==> config.mk <==
export PLATFORM = sky130hd
export DESIGN_NAME = escape_sequence_decoder
export DESIGN_NICKNAME = d
export VERILOG_FILES = /design/src/rtl/core/esd_pkg.sv /design/src/rtl/core/esd_front.sv /design/src/rtl/core/esd_queue.sv /design/src/rtl/core/esd_back.sv /design/src/rtl/core/escape_sequence_decoder.sv
export SDC_FILE = /design/constraint.sdc
export NUM_CORES = 1
export LEC_CHECK = 0
export ABC_AREA = 1
export BUFFER_PORTS_ARGS = -buffer_cell sky130_fd_sc_hd__buf_4
export CORE_ASPECT_RATIO = 0.5
export CORE_MARGIN = 2
export CORE_UTILIZATION = 45
export CTS_BUF_LIST = sky130_fd_sc_hd__clkbuf_4
export DETAILED_ROUTE_END_ITERATION = 6
export PLACE_DENSITY = 0.71
export SLEW_MARGIN = 10
export SYNTH_ARGS = -nofsm -noshare
export SYNTH_HDL_FRONTEND = slang
export SYNTH_SLANG_ARGS = --single-unit
==> constraint.sdc <==
create_clock -name clk_i -period 5.55 [get_ports clk_i]
set_input_delay 0.8325 -clock clk_i [delete_from_list [all_inputs] [get_ports clk_i]]
set_output_delay 0.8325 -clock clk_i [all_outputs]
set_load 0.1 [all_outputs]
==> src/rtl/core/esd_pkg.sv <==
// Package for the escape sequence decoder: character codes, decode modes,
// the burst word passed from the front end to the back end, queue sizing.
// No dependencies.
package esd_pkg;

  // Character codes
  localparam logic [7:0] CharBslash = 8'h5C;
  localparam logic [7:0] CharX      = 8'h78;
  localparam logic [7:0] CharNul    = 8'h00;

  // Largest number of result words one input word can cause
  localparam int unsigned BurstMax = 4;
  localparam int unsigned BurstIdxW = $clog2(BurstMax);
  localparam int unsigned BurstCntW = $clog2(BurstMax + 1);

  // Queue between front end and back end
  localparam int unsigned QueueDepth = 2;
  localparam int unsigned QueuePtrW  = (QueueDepth > 1) ? $clog2(QueueDepth) : 1;
  localparam int unsigned QueueCntW  = $clog2(QueueDepth + 1);

  // Decode mode
  typedef enum logic [1:0] {
    MODE_PLAIN = 2'd0,
    MODE_ESC   = 2'd1,
    MODE_HEX0  = 2'd2,
    MODE_HEX1  = 2'd3
  } mode_e;

  // One burst of result words caused by one input word
  typedef struct packed {
    logic [BurstMax-1:0][7:0] data;     // result bytes, slot 0 first
    logic [BurstIdxW-1:0]     last_idx; // slot of the final result
    logic                     term;     // final result is the terminator
  } burst_t;

endpackage

==> src/rtl/core/esd_front.sv <==
// Front end of the escape sequence decoder: accepts text words, tracks the
// escape state and turns each word into a burst of zero to four results.
// Depends on esd_pkg.
module esd_front (
  input  logic          clk_i,
  input  logic          rst_ni,
  input  logic          in_valid_i,
  output logic          in_ready_o,
  input  logic [7:0]    in_byte_i,
  input  logic          end_of_text_i,
  input  logic          q_full_i,
  output logic          q_push_o,
  output esd_pkg::burst_t q_burst_o
);
  import esd_pkg::*;

  mode_e                mode_q, mode_d;
  logic [7:0]           held_q, held_d;
  logic [BurstCntW-1:0] cnt;
  logic                 accept;
  logic                 b_hex, held_hex;
  logic [8:0]           esc;

  // Hex digit check
  function automatic logic is_hex(input logic [7:0] b);
    logic dig, low, up;
    dig = (b >= 8'h30) && (b <= 8'h39);
    low = (b >= 8'h61) && (b <= 8'h66);
    up  = (b >= 8'h41) && (b <= 8'h46);
    return dig || low || up;
  endfunction

  // Hex digit value, valid only for hex digits
  function automatic logic [3:0] hex_nib(input logic [7:0] b);
    logic dig;
    dig = (b >= 8'h30) && (b <= 8'h39);
    return dig ? b[3:0] : (b[3:0] + 4'd9);
  endfunction

  // Simple escapes: bit 8 flags a known escape, low byte is its value
  function automatic logic [8:0] esc_map(input logic [7:0] b);
    logic [8:0] r;
    unique case (b)
      8'h5C:   r = {1'b1, 8'h5C};
      8'h27:   r = {1'b1, 8'h27};
      8'h22:   r = {1'b1, 8'h22};
      8'h61:   r = {1'b1, 8'h07};
      8'h62:   r = {1'b1, 8'h08};
      8'h66:   r = {1'b1, 8'h0C};
      8'h6E:   r = {1'b1, 8'h0A};
      8'h72:   r = {1'b1, 8'h0D};
      8'h74:   r = {1'b1, 8'h09};
      8'h76:   r = {1'b1, 8'h0B};
      8'h30:   r = {1'b1, 8'h00};
      default: r = {1'b0, 8'h00};
    endcase
    return r;
  endfunction

  assign in_ready_o = !q_full_i;
  assign accept     = in_valid_i && !q_full_i;
  assign b_hex      = is_hex(in_byte_i);
  assign held_hex   = is_hex(held_q);
  assign esc        = esc_map(in_byte_i);

  // Classify the word and build its burst
  always_comb begin
    mode_d         = mode_q;
    held_d         = held_q;
    cnt            = '0;
    q_burst_o.data = '0;
    q_burst_o.term = 1'b0;
    if (end_of_text_i) begin
      mode_d         = MODE_PLAIN;
      held_d         = '0;
      q_burst_o.term = 1'b1;
      unique case (mode_q)
        MODE_PLAIN: begin
          cnt = BurstCntW'(1);
        end
        MODE_ESC: begin
          q_burst_o.data[0] = CharBslash;
          cnt               = BurstCntW'(2);
        end
        MODE_HEX0: begin
          q_burst_o.data[0] = CharBslash;
          q_burst_o.data[1] = CharX;
          cnt               = BurstCntW'(3);
        end
        MODE_HEX1: begin
          q_burst_o.data[0] = CharBslash;
          q_burst_o.data[1] = CharX;
          q_burst_o.data[2] = held_q;
          cnt               = BurstCntW'(4);
        end
        default: cnt = '0;
      endcase
    end else begin
      unique case (mode_q)
        MODE_PLAIN: begin
          if (in_byte_i == CharBslash) begin
            mode_d = MODE_ESC;
          end else begin
            q_burst_o.data[0] = in_byte_i;
            cnt               = BurstCntW'(1);
          end
        end
        MODE_ESC: begin
          mode_d = MODE_PLAIN;
          if (in_byte_i == CharX) begin
            mode_d = MODE_HEX0;
          end else if (esc[8]) begin
            q_burst_o.data[0] = esc[7:0];
            cnt               = BurstCntW'(1);
          end else begin
            q_burst_o.data[0] = CharBslash;
            q_burst_o.data[1] = in_byte_i;
            cnt               = BurstCntW'(2);
          end
        end
        MODE_HEX0: begin
          if (b_hex) begin
            held_d = in_byte_i;
            mode_d = MODE_HEX1;
          end else begin
            mode_d            = MODE_PLAIN;
            q_burst_o.data[0] = CharBslash;
            q_burst_o.data[1] = CharX;
            if (in_byte_i == CharBslash) begin
              mode_d = MODE_ESC;
              cnt    = BurstCntW'(2);
            end else begin
              q_burst_o.data[2] = in_byte_i;
              cnt               = BurstCntW'(3);
            end
          end
        end
        MODE_HEX1: begin
          mode_d = MODE_PLAIN;
          held_d = '0;
          if (b_hex && held_hex) begin
            q_burst_o.data[0] = {hex_nib(held_q), hex_nib(in_byte_i)};
            cnt               = BurstCntW'(1);
          end else begin
            q_burst_o.data[0] = CharBslash;
            q_burst_o.data[1] = CharX;
            q_burst_o.data[2] = held_q;
            if (in_byte_i == CharBslash) begin
              mode_d = MODE_ESC;
              cnt    = BurstCntW'(3);
            end else begin
              q_burst_o.data[3] = in_byte_i;
              cnt               = BurstCntW'(4);
            end
          end
        end
        default: mode_d = MODE_PLAIN;
      endcase
    end
    q_burst_o.last_idx = BurstIdxW'(cnt - BurstCntW'(1));
  end

  assign q_push_o = accept && (cnt != '0);

  // Hold decode state, advance on each accepted word
  always_ff @(posedge clk_i or negedge rst_ni) begin
    if (!rst_ni) begin
      mode_q <= MODE_PLAIN;
      held_q <= '0;
    end else if (accept) begin
      mode_q <= mode_d;
      held_q <= held_d;
    end
  end

endmodule

==> src/rtl/core/esd_queue.sv <==
// Short register queue of bursts between the decoder front end and back end.
// Depends on esd_pkg.
module esd_queue (
  input  logic            clk_i,
  input  logic            rst_ni,
  input  logic            push_i,
  input  esd_pkg::burst_t burst_i,
  output logic            full_o,
  input  logic            pop_i,
  output esd_pkg::burst_t burst_o,
  output logic            valid_o
);
  import esd_pkg::*;

  burst_t               mem_q [QueueDepth];
  logic [QueuePtrW-1:0] wr_ptr_q, rd_ptr_q;
  logic [QueueCntW-1:0] cnt_q;

  assign full_o  = (cnt_q == QueueCntW'(QueueDepth));
  assign valid_o = (cnt_q != '0);
  assign burst_o = mem_q[rd_ptr_q];

  // Advance a pointer with wrap at the queue depth
  function automatic logic [QueuePtrW-1:0] ptr_inc(input logic [QueuePtrW-1:0] p);
    return (p == QueuePtrW'(QueueDepth - 1)) ? '0 : (p + QueuePtrW'(1));
  endfunction

  // Store pushed bursts
  always_ff @(posedge clk_i) begin
    if (push_i) begin
      mem_q[wr_ptr_q] <= burst_i;
    end
  end

  // Track pointers and fill level
  always_ff @(posedge clk_i or negedge rst_ni) begin
    if (!rst_ni) begin
      wr_ptr_q <= '0;
      rd_ptr_q <= '0;
      cnt_q    <= '0;
    end else begin
      if (push_i) begin
        wr_ptr_q <= ptr_inc(wr_ptr_q);
      end
      if (pop_i) begin
        rd_ptr_q <= ptr_inc(rd_ptr_q);
      end
      if (push_i && !pop_i) begin
        cnt_q <= cnt_q + QueueCntW'(1);
      end else if (pop_i && !push_i) begin
        cnt_q <= cnt_q - QueueCntW'(1);
      end
    end
  end

endmodule

==> src/rtl/core/esd_back.sv <==
// Back end of the escape sequence decoder: walks each queued burst and
// sends, while the output is ready, one result word per cycle from a register.
// Depends on esd_pkg.
module esd_back (
  input  logic            clk_i,
  input  logic            rst_ni,
  input  logic            q_valid_i,
  input  esd_pkg::burst_t q_burst_i,
  output logic            q_pop_o,
  output logic            out_valid_o,
  input  logic            out_ready_i,
  output logic [7:0]      out_byte_o,
  output logic            is_terminator_o,
  output logic            run_last_o
);
  import esd_pkg::*;

  logic [BurstIdxW-1:0] idx_q, idx_d;
  logic                 valid_q, valid_d;
  logic [7:0]           byte_q;
  logic                 term_q, last_q;
  logic                 load, at_last;

  assign load    = q_valid_i && (!valid_q || out_ready_i);
  assign at_last = (idx_q == q_burst_i.last_idx);
  assign q_pop_o = load && at_last;

  // Step through the burst, drop the output word once taken
  always_comb begin
    idx_d   = idx_q;
    valid_d = valid_q;
    if (load) begin
      valid_d = 1'b1;
      idx_d   = at_last ? '0 : (idx_q + BurstIdxW'(1));
    end else if (out_ready_i) begin
      valid_d = 1'b0;
    end
  end

  always_ff @(posedge clk_i or negedge rst_ni) begin
    if (!rst_ni) begin
      idx_q   <= '0;
      valid_q <= 1'b0;
    end else begin
      idx_q   <= idx_d;
      valid_q <= valid_d;
    end
  end

  // Output payload register
  always_ff @(posedge clk_i) begin
    if (load) begin
      byte_q <= q_burst_i.data[idx_q];
      term_q <= q_burst_i.term && at_last;
      last_q <= at_last;
    end
  end

  assign out_valid_o     = valid_q;
  assign out_byte_o      = byte_q;
  assign is_terminator_o = term_q;
  assign run_last_o      = last_q;

endmodule

==> src/rtl/core/escape_sequence_decoder.sv <==
// Escape sequence decoder: takes one text byte per word and gives the decoded
// bytes of C-style backslash escapes, marking the last result of each input
// word and closing each text with a terminator word. An input word is taken
// every cycle while the two-entry burst queue has room; a word that causes
// one result keeps a sustained rate of one word per cycle while the output is
// ready. A word that causes several results (up to four, for a malformed \x or
// an end of text) is sent out one result per cycle by the back end while the
// output is ready, so the rate over a stretch is set by the output side at one
// result per cycle, and input stalls once the queue fills. An accepted word's
// first result goes via a queue entry and the output register. Backslashes and
// first hex digits of \x cause no result and never reach the queue.
// Depends on esd_pkg, esd_front, esd_queue and esd_back.
module escape_sequence_decoder (
  input  logic       clk_i,
  input  logic       rst_ni,
  input  logic       in_valid_i,
  output logic       in_ready_o,
  input  logic [7:0] in_byte_i,
  input  logic       end_of_text_i,
  output logic       out_valid_o,
  input  logic       out_ready_i,
  output logic [7:0] out_byte_o,
  output logic       is_terminator_o,
  output logic       run_last_o
);
  import esd_pkg::*;

  burst_t push_burst, head_burst;
  logic   push, pop, full, head_valid;

  // Classify input words
  esd_front u_front (
    .clk_i         (clk_i),
    .rst_ni        (rst_ni),
    .in_valid_i    (in_valid_i),
    .in_ready_o    (in_ready_o),
    .in_byte_i     (in_byte_i),
    .end_of_text_i (end_of_text_i),
    .q_full_i      (full),
    .q_push_o      (push),
    .q_burst_o     (push_burst)
  );

  // Buffer bursts
  esd_queue u_queue (
    .clk_i   (clk_i),
    .rst_ni  (rst_ni),
    .push_i  (push),
    .burst_i (push_burst),
    .full_o  (full),
    .pop_i   (pop),
    .burst_o (head_burst),
    .valid_o (head_valid)
  );

  // Send results
  esd_back u_back (
    .clk_i           (clk_i),
    .rst_ni          (rst_ni),
    .q_valid_i       (head_valid),
    .q_burst_i       (head_burst),
    .q_pop_o         (pop),
    .out_valid_o     (out_valid_o),
    .out_ready_i     (out_ready_i),
    .out_byte_o      (out_byte_o),
    .is_terminator_o (is_terminator_o),
    .run_last_o      (run_last_o)
  );

endmodule
# Yosys cells after proc, flatten, opt, wreduce, memory -nomap -nowiden
# Memory sizes are Yosys's and may differ from the RTL's.
# Cells that the tools add are included.
dict set report totals {
  register_bits 27
  mem_bits_rw 70
  out_inout_bits 12
  word_cells 135
  memories 1
}
# name depth width rd rd_clocked_by_memory_dff wr line
set memory_table {}
lappend memory_table {u_queue.mem_q 2 35 1 0 1 esd_queue.sv:15} ;# burst_t mem_q [QueueDepth];
dict set report classes {
  add_sub_neg 8
  n_lt_le_gt_ge 13
  eq_ne 19
  n_mux 51
  reduce_logical 33
}
# operator count
set ops {}
lappend ops {{$pmux W9 S11} 1}
lappend ops {{$mux W8} 10}
lappend ops {{$eq A8 B7 Y1 const B} 9}
lappend ops {{$mux W24} 3}
lappend ops {{$ge A8 B7 Y1 const B} 4}
lappend ops {{$le A8 B7 Y1 const B} 4}
lappend ops {{$pmux W8 S2} 2}
lappend ops {{$pmux W8 S4} 1}
lappend ops {{$eq A8 B6 Y1 const B} 3}
lappend ops {{$pmux W3 S4} 2}
lappend ops {{$pmux W8 S3} 1}
lappend ops {{$mux W2} 9}
lappend ops {{$bmux W8 S2} 1}
lappend ops {{$ge A8 B6 Y1 const B} 2}
lappend ops {{$le A8 B6 Y1 const B} 2}
lappend ops {{$mux W16} 1}
lappend ops {{$logic_and A1 B1 Y1} 14}
lappend ops {{$mux W7} 2}
lappend ops {{$mux W3} 4}
lappend ops {{$mux W1} 11}
lappend ops {{$add A4 B4 Y4 const B} 2}
lappend ops {{$mux W4} 2}
lappend ops {{$pmux W2 S4} 1}
lappend ops {{$eq A2 B2 Y1 const B} 3}
lappend ops {{16 further kinds} 30}

# Logic depth before layout (Yosys ltp)
dict set report depth {
  depth_word 14
  ltp_mapped 22
  depth_no_buf 22
}

# Modules after synthesis
# From an unflattened synthesis, not the netlist that was laid out.
dict set report hier_totals {
  hier_cells 564
  area_unflattened_um2 5576.6
}
# module n_inst cells_per_inst area_each_um2 seq_area_each_um2
set modules_own_cells {}
lappend modules_own_cells {esd_queue 1 134 2882.8 2202.1}
lappend modules_own_cells {esd_front 1 346 1948.1 250.2}
lappend modules_own_cells {esd_back 1 84 745.7 375.4}

# Worst setup path before layout
# Ideal clock, no wire load.
dict set report synth_timing {
  path_type {input to register}
  start {in in_byte_i[0]}
  end {mem u_queue.mem_q[1][0] (netlist bit) (enable)}
  t_arrival_ps 3976
  t_required_ps 5123
  slack_ps 1147
  cell_stages 15
  n_path_buf 1
  path_cell_list {inv_1 ha_1 inv_1 nor3_1 nand3_1 clkbuf_1 nand3_1 nand2_1 o21ai_1 nand2_1 nand2_1 ha_1 nand2_1 nand2_1 nor2_1}
}
dict set report synth_between {
  elab_chain_cells 12
}
# element line
set synth_lines {}
lappend synth_lines {{start: declaration} escape_sequence_decoder.sv:18} ;# input logic [7:0] in_byte_i,
lappend synth_lines {{$ge A8 B6 Y1 (tied with other cells)} esd_front.sv:27} ;# dig = (b >= 8'h30) && (b <= 8'h39);
lappend synth_lines {{$logic_and A1 B1 Y1 (on tied branches)} {esd_front.sv:27, esd_front.sv:28}}
lappend synth_lines {{$logic_or A1 B1 Y1 (2 in series)} esd_front.sv:30} ;# return dig || low || up;
lappend synth_lines {{$logic_and A1 B1 Y1} esd_front.sv:141} ;# if (b_hex && held_hex) begin
lappend synth_lines {{$mux W3} esd_front.sv:141}
lappend synth_lines {{$pmux W3 S4 *} esd_front.sv:99} ;# unique case (mode_q)
lappend synth_lines {{$mux W3 *} esd_front.sv:73} ;# if (end_of_text_i) begin
lappend synth_lines {{$reduce_bool A3 Y1 *} esd_front.sv:163} ;# assign q_push_o = accept && (cnt != '0);
lappend synth_lines {{$logic_and A1 B1 Y1 *} esd_front.sv:163}
lappend synth_lines {{$mux W1 *} esd_queue.sv:30} ;# if (push_i) begin
lappend synth_lines {{$mux W1 (implied by the code) *} esd_queue.sv:31} ;# mem_q[wr_ptr_q] <= burst_i;
lappend synth_lines {{end: declaration} esd_queue.sv:15}
# Mark *: on every way between the ends. The rest lies on a longest branch, timed or not.

# Worst setup path in the final report
dict set report layout_timing {
  start {in in_byte_i[1]}
  end {reg u_queue.cnt_q[1]}
}
dict set report layout_between {
  elab_chain_cells 13
}
# element line
set layout_lines {}
lappend layout_lines {{$ge A8 B6 Y1 (tied with other cells)} esd_front.sv:27}
lappend layout_lines {{$logic_and A1 B1 Y1 (on tied branches)} {esd_front.sv:27, esd_front.sv:28}}
lappend layout_lines {{$logic_or A1 B1 Y1 (2 in series)} esd_front.sv:30}
lappend layout_lines {{$logic_and A1 B1 Y1} esd_front.sv:141}
lappend layout_lines {{$mux W3} esd_front.sv:141}
lappend layout_lines {{$pmux W3 S4 *} esd_front.sv:99}
lappend layout_lines {{$mux W3 *} esd_front.sv:73}
lappend layout_lines {{$reduce_bool A3 Y1 *} esd_front.sv:163}
lappend layout_lines {{$logic_and A1 B1 Y1 *} esd_front.sv:163}
lappend layout_lines {{via push} escape_sequence_decoder.sv:29} ;# logic push, pop, full, head_valid;
lappend layout_lines {{$logic_not A1 Y1} esd_queue.sv:50} ;# end else if (pop_i && !push_i) begin
lappend layout_lines {{$logic_and A1 B1 Y1} esd_queue.sv:50}
lappend layout_lines {{$reduce_bool A2 Y1 (no source line)} --}
lappend layout_lines {{end signal: assignment} esd_queue.sv:49} ;# cnt_q <= cnt_q + QueueCntW'(1);
lappend layout_lines {{end signal: assignment} esd_queue.sv:51} ;# cnt_q <= cnt_q - QueueCntW'(1);
lappend layout_lines {{end: declaration} esd_queue.sv:17} ;# logic [QueueCntW-1:0] cnt_q;
# The timed path passes the listed nets; every way through them passes the cells marked *.
# A chain may end at the register's enable or synchronous reset.

==> summary.md <==
| Metric | Value |
|---|---|
| Total congestion overflow | 0 |
| Resized cells post-CTS | 0 |
| Non-filler cells in the finished layout | ~740 |
| Most used flip-flop cell after synthesis | edfxtp_1 |
| Leak Pwr | 2.27 nW |
| Overall Global Routing Usage | 0.226 |
| Crit path max fanout | 13 |
| Final HPWL DP | 9330 µm |
| CP Launch Point | in_byte_i[1] |
| Final Slew Violations | 0 |
| Cell with the most instances after synthesis | nand2_1 |
| Hold Crit Class | input port to asynchronous set/reset pin |
| Max Cap Violations | 0 |
| FF+latch count, synth | a little under 100 |
| Setup CP Type | input port to flip-flop |
| Fraction of layout cells with a size suffix above 1 | 0.114 |
| Tot Pwr | 2.92 mW |
| Setup-failing EPs final | 0 |
| Largest net degree at the start of global routing | 37 |
| Finished Cell Area | 5620 µm² |
| Clock-pin slew on the worst setup and hold paths | 0.16 ns |
| DRC | 0 |
| Post-DRT Antenna Nets | 0 |
| Standard-cell rows | 27 |
| Ys Warns | 0 |
| Initial Util | 0.468 |
| Reg2reg setup slack | 2.23 ns |
| DP Worst Slack | around 1.5 ns |
| RePlAce Congestion | 0.953 |
| TritonCTS clock tree | yes |
| Worst Path Required | around 5.9 ns |
| Max VDD drop | 0.234 mV |
| Initial DRT Pass Iterations | 5 |
| Die X | between 150 and 200 µm |
| Worst-skew pair later-pin latency | 0.46 ns |
| Final Util | 0.505 |
| Post-CTS setup buffer count | 0 |
| Crit path DAT | 3.96 ns |
| Worst Reg2Reg Path Length in Cells | 18 |
| Fmax | 0.276 GHz |
| RR Startpoint | u_front.held_q[1]$_DFFE_PN0P_ |
| Mapped Area | 5200 µm² |
| WL final | about 13000 µm |
| # diodes | 0 |
| Crit. End Element | flip-flop |
| Root Driver | clkbuf_4 |
| RSZ-0062 raised after global routing | no |
| Syn Nets | 600 |
| Worst Max-Slew Pin Slew | 1.17 ns |
| Cell Pwr Density | 520 nW/µm² |
| Ports | 25 |
| Async SR Flop Fraction | 0.175 |
| Period utilization | 0.653 |
| Minimum clock period | between 3 and 4 ns |
| Drt via density | 5.66 |
| Startpoint types | input port |
| Count of final hold-check violations | 0 |
| DP Area | ~5500 µm² |
| TNS Setup | 0 ns |
| Reg-to-reg endpoint | u_queue.mem_q[1][6]$_DFFE_PP_ |
| TritonCTS buffer count | 9 |
| Worst setup margin | slightly below 2 ns |
| Die height | 80.0 µm |
| # clock sinks | 97 |
| Placed insts | 723 |
| Area Growth Syn to Fin | 7.96% |
| WL per Instance | 17.9 µm |
| Detailed Route Iter0 Violations | 559 |
| Headroom to the max-slew limit | 0.220 |
| Post-synth top cells | nand2_1 (90), nor2_1 (85), edfxtp_1 (80), o21ai_0 (59), inv_1 (48) |
| Worst hold slack | roughly 0.22 ns |
| Clock buffer depth | 2 |
| H-tree Lvls | 3 |
| Hold buffer count at CTS | 0 |
| Status | finished, final reports clean |
| Final net count | about 620 |
| Seq/Total Area, Yosys | 0.544 |
| Post-synth EDFFs | 80 |
| Setup Skew | roughly 0.019 ns |
| Yosys top cell area share | 0.462 |
| Syn Area/Cell | 9.10 µm² |
| Synth unique cells | 42 |
| PortBufs | 24 |
| Synth Instances | 572 |
| Number of global-route vias before repair | 3875 |
| Die ar. | 12500 µm² |
| First-pass GRT wire length | 21200 µm |
| Synth area leader | edfxtp_1 |
| Core area | between 10000 and 15000 µm² |
| Synth area leaders | edfxtp_1 (46%), dfrtp_1 (8.2%), nand2_1 (6.5%), nor2_1 (6.1%), o21ai_0 (5.7%) |
| Antenna violations before repair | 0 |
| Via count | about 4200 |
[flip-flops by register name, summed over array words and instances (netlist names)]
signal and cells:
u_queue.mem_q 70, u_back.out_byte_o 8, u_front.held_q 8, u_back.idx_q 2, u_front.mode_q 2, u_queue.cnt_q 2, u_back.is_terminator_o 1, u_back.out_valid_o 1
u_back.run_last_o 1, u_queue.rd_ptr_q 1, u_queue.wr_ptr_q 1
[worst max-delay path: stages]
cell     delay, ns
buf_4         0.15
inv_1         0.16
ha_1          0.22
inv_1         0.11
nor3_1        0.17
nand3_1       0.40
nand3_1       0.38
nand2_1       0.08
o21ai_1       0.13
nand2_1       0.07
nand2_1       0.11
ha_1          0.16
nand2_1       0.06
nand2_1       0.12
inv_1         0.06
ha_1          0.32
a21oi_1       0.15
o21ai_0       0.12
xor2_1        0.15
[per-layer routing]
metal / vias to the layer above / wire (µm) / global-route usage
li1: 2004 / - / -
met1: 1964 / 6310 / 0.335
met2: 195 / 5510 / 0.337
met3: 21 / 1230 / 0.0489
met4: 0 / 194 / 0.0606
met5: - / 0 / 0
[worst max path at each step]
stage	endpoint	cells after the start	slack (ns)
CTS	u_queue.cnt_q[1]$_DFFE_PN0P_	19	2.01
global placement	u_queue.cnt_q[1]$_DFFE_PN0P_	19	1.60
finish	u_queue.cnt_q[1]$_DFFE_PN0P_	19	1.93
detailed placement	u_queue.cnt_q[1]$_DFFE_PN0P_	19	1.51
floorplan	u_queue.mem_q[1][0]$_DFFE_PP_	15	1.15
global route	u_queue.cnt_q[1]$_DFFE_PN0P_	19	1.43
[layout make-up]
type / instances / area [µm²]
multi-input cells: 394 / 2050
well taps: 145 / 181
clock inverters: 7 / 55.1
flip-flops and latches: 97 / 2830
inverters: 58 / 220
fillers: 1049 / 5500
clock buffers: 9 / 67.6
repair buffers: 29 / 218
[power by group]
part / total, mW / internal [mW] / switching (mW)
clock network: 0.348 / 0.0972 / 0.251
logic: 1.39 / 0.352 / 1.03
registers: 1.19 / 1.08 / 0.110
total: 2.92 / 1.53 / 1.39
[cells in the final DEF (no fill, tap or decap), types with 3 or more instances in the layout]
cell / netlist / routed
nor2_1: 85 / 84
nor3_1: 11 / 11
nand2_1: 90 / 90
edfxtp_1: 80 / 80
nor2_2: 2 / 3
inv_1: 48 / 48
dfrtp_1: 17 / 17
a21oi_1: 14 / 14
o21ai_1: 16 / 16
o22ai_1: 8 / 8
o31ai_1: 7 / 7
clkbuf_4: 0 / 9
inv_2: 7 / 7
clkinv_1: 2 / 4
nand3_1: 43 / 43
xor2_1: 8 / 8
nand2_2: 3 / 3
buf_4: 2 / 29
ha_1: 15 / 15
o21ai_0: 59 / 59
a31oi_1: 11 / 11
[cell families after synthesis]
family,synth area share
simple gates,0.209
compound gates,0.133
flops,0.544
buf+inv,0.0635
fa+ha+maj,0.0361
xor+xnor,0.0152
Power figures use the tool's default switching activity.
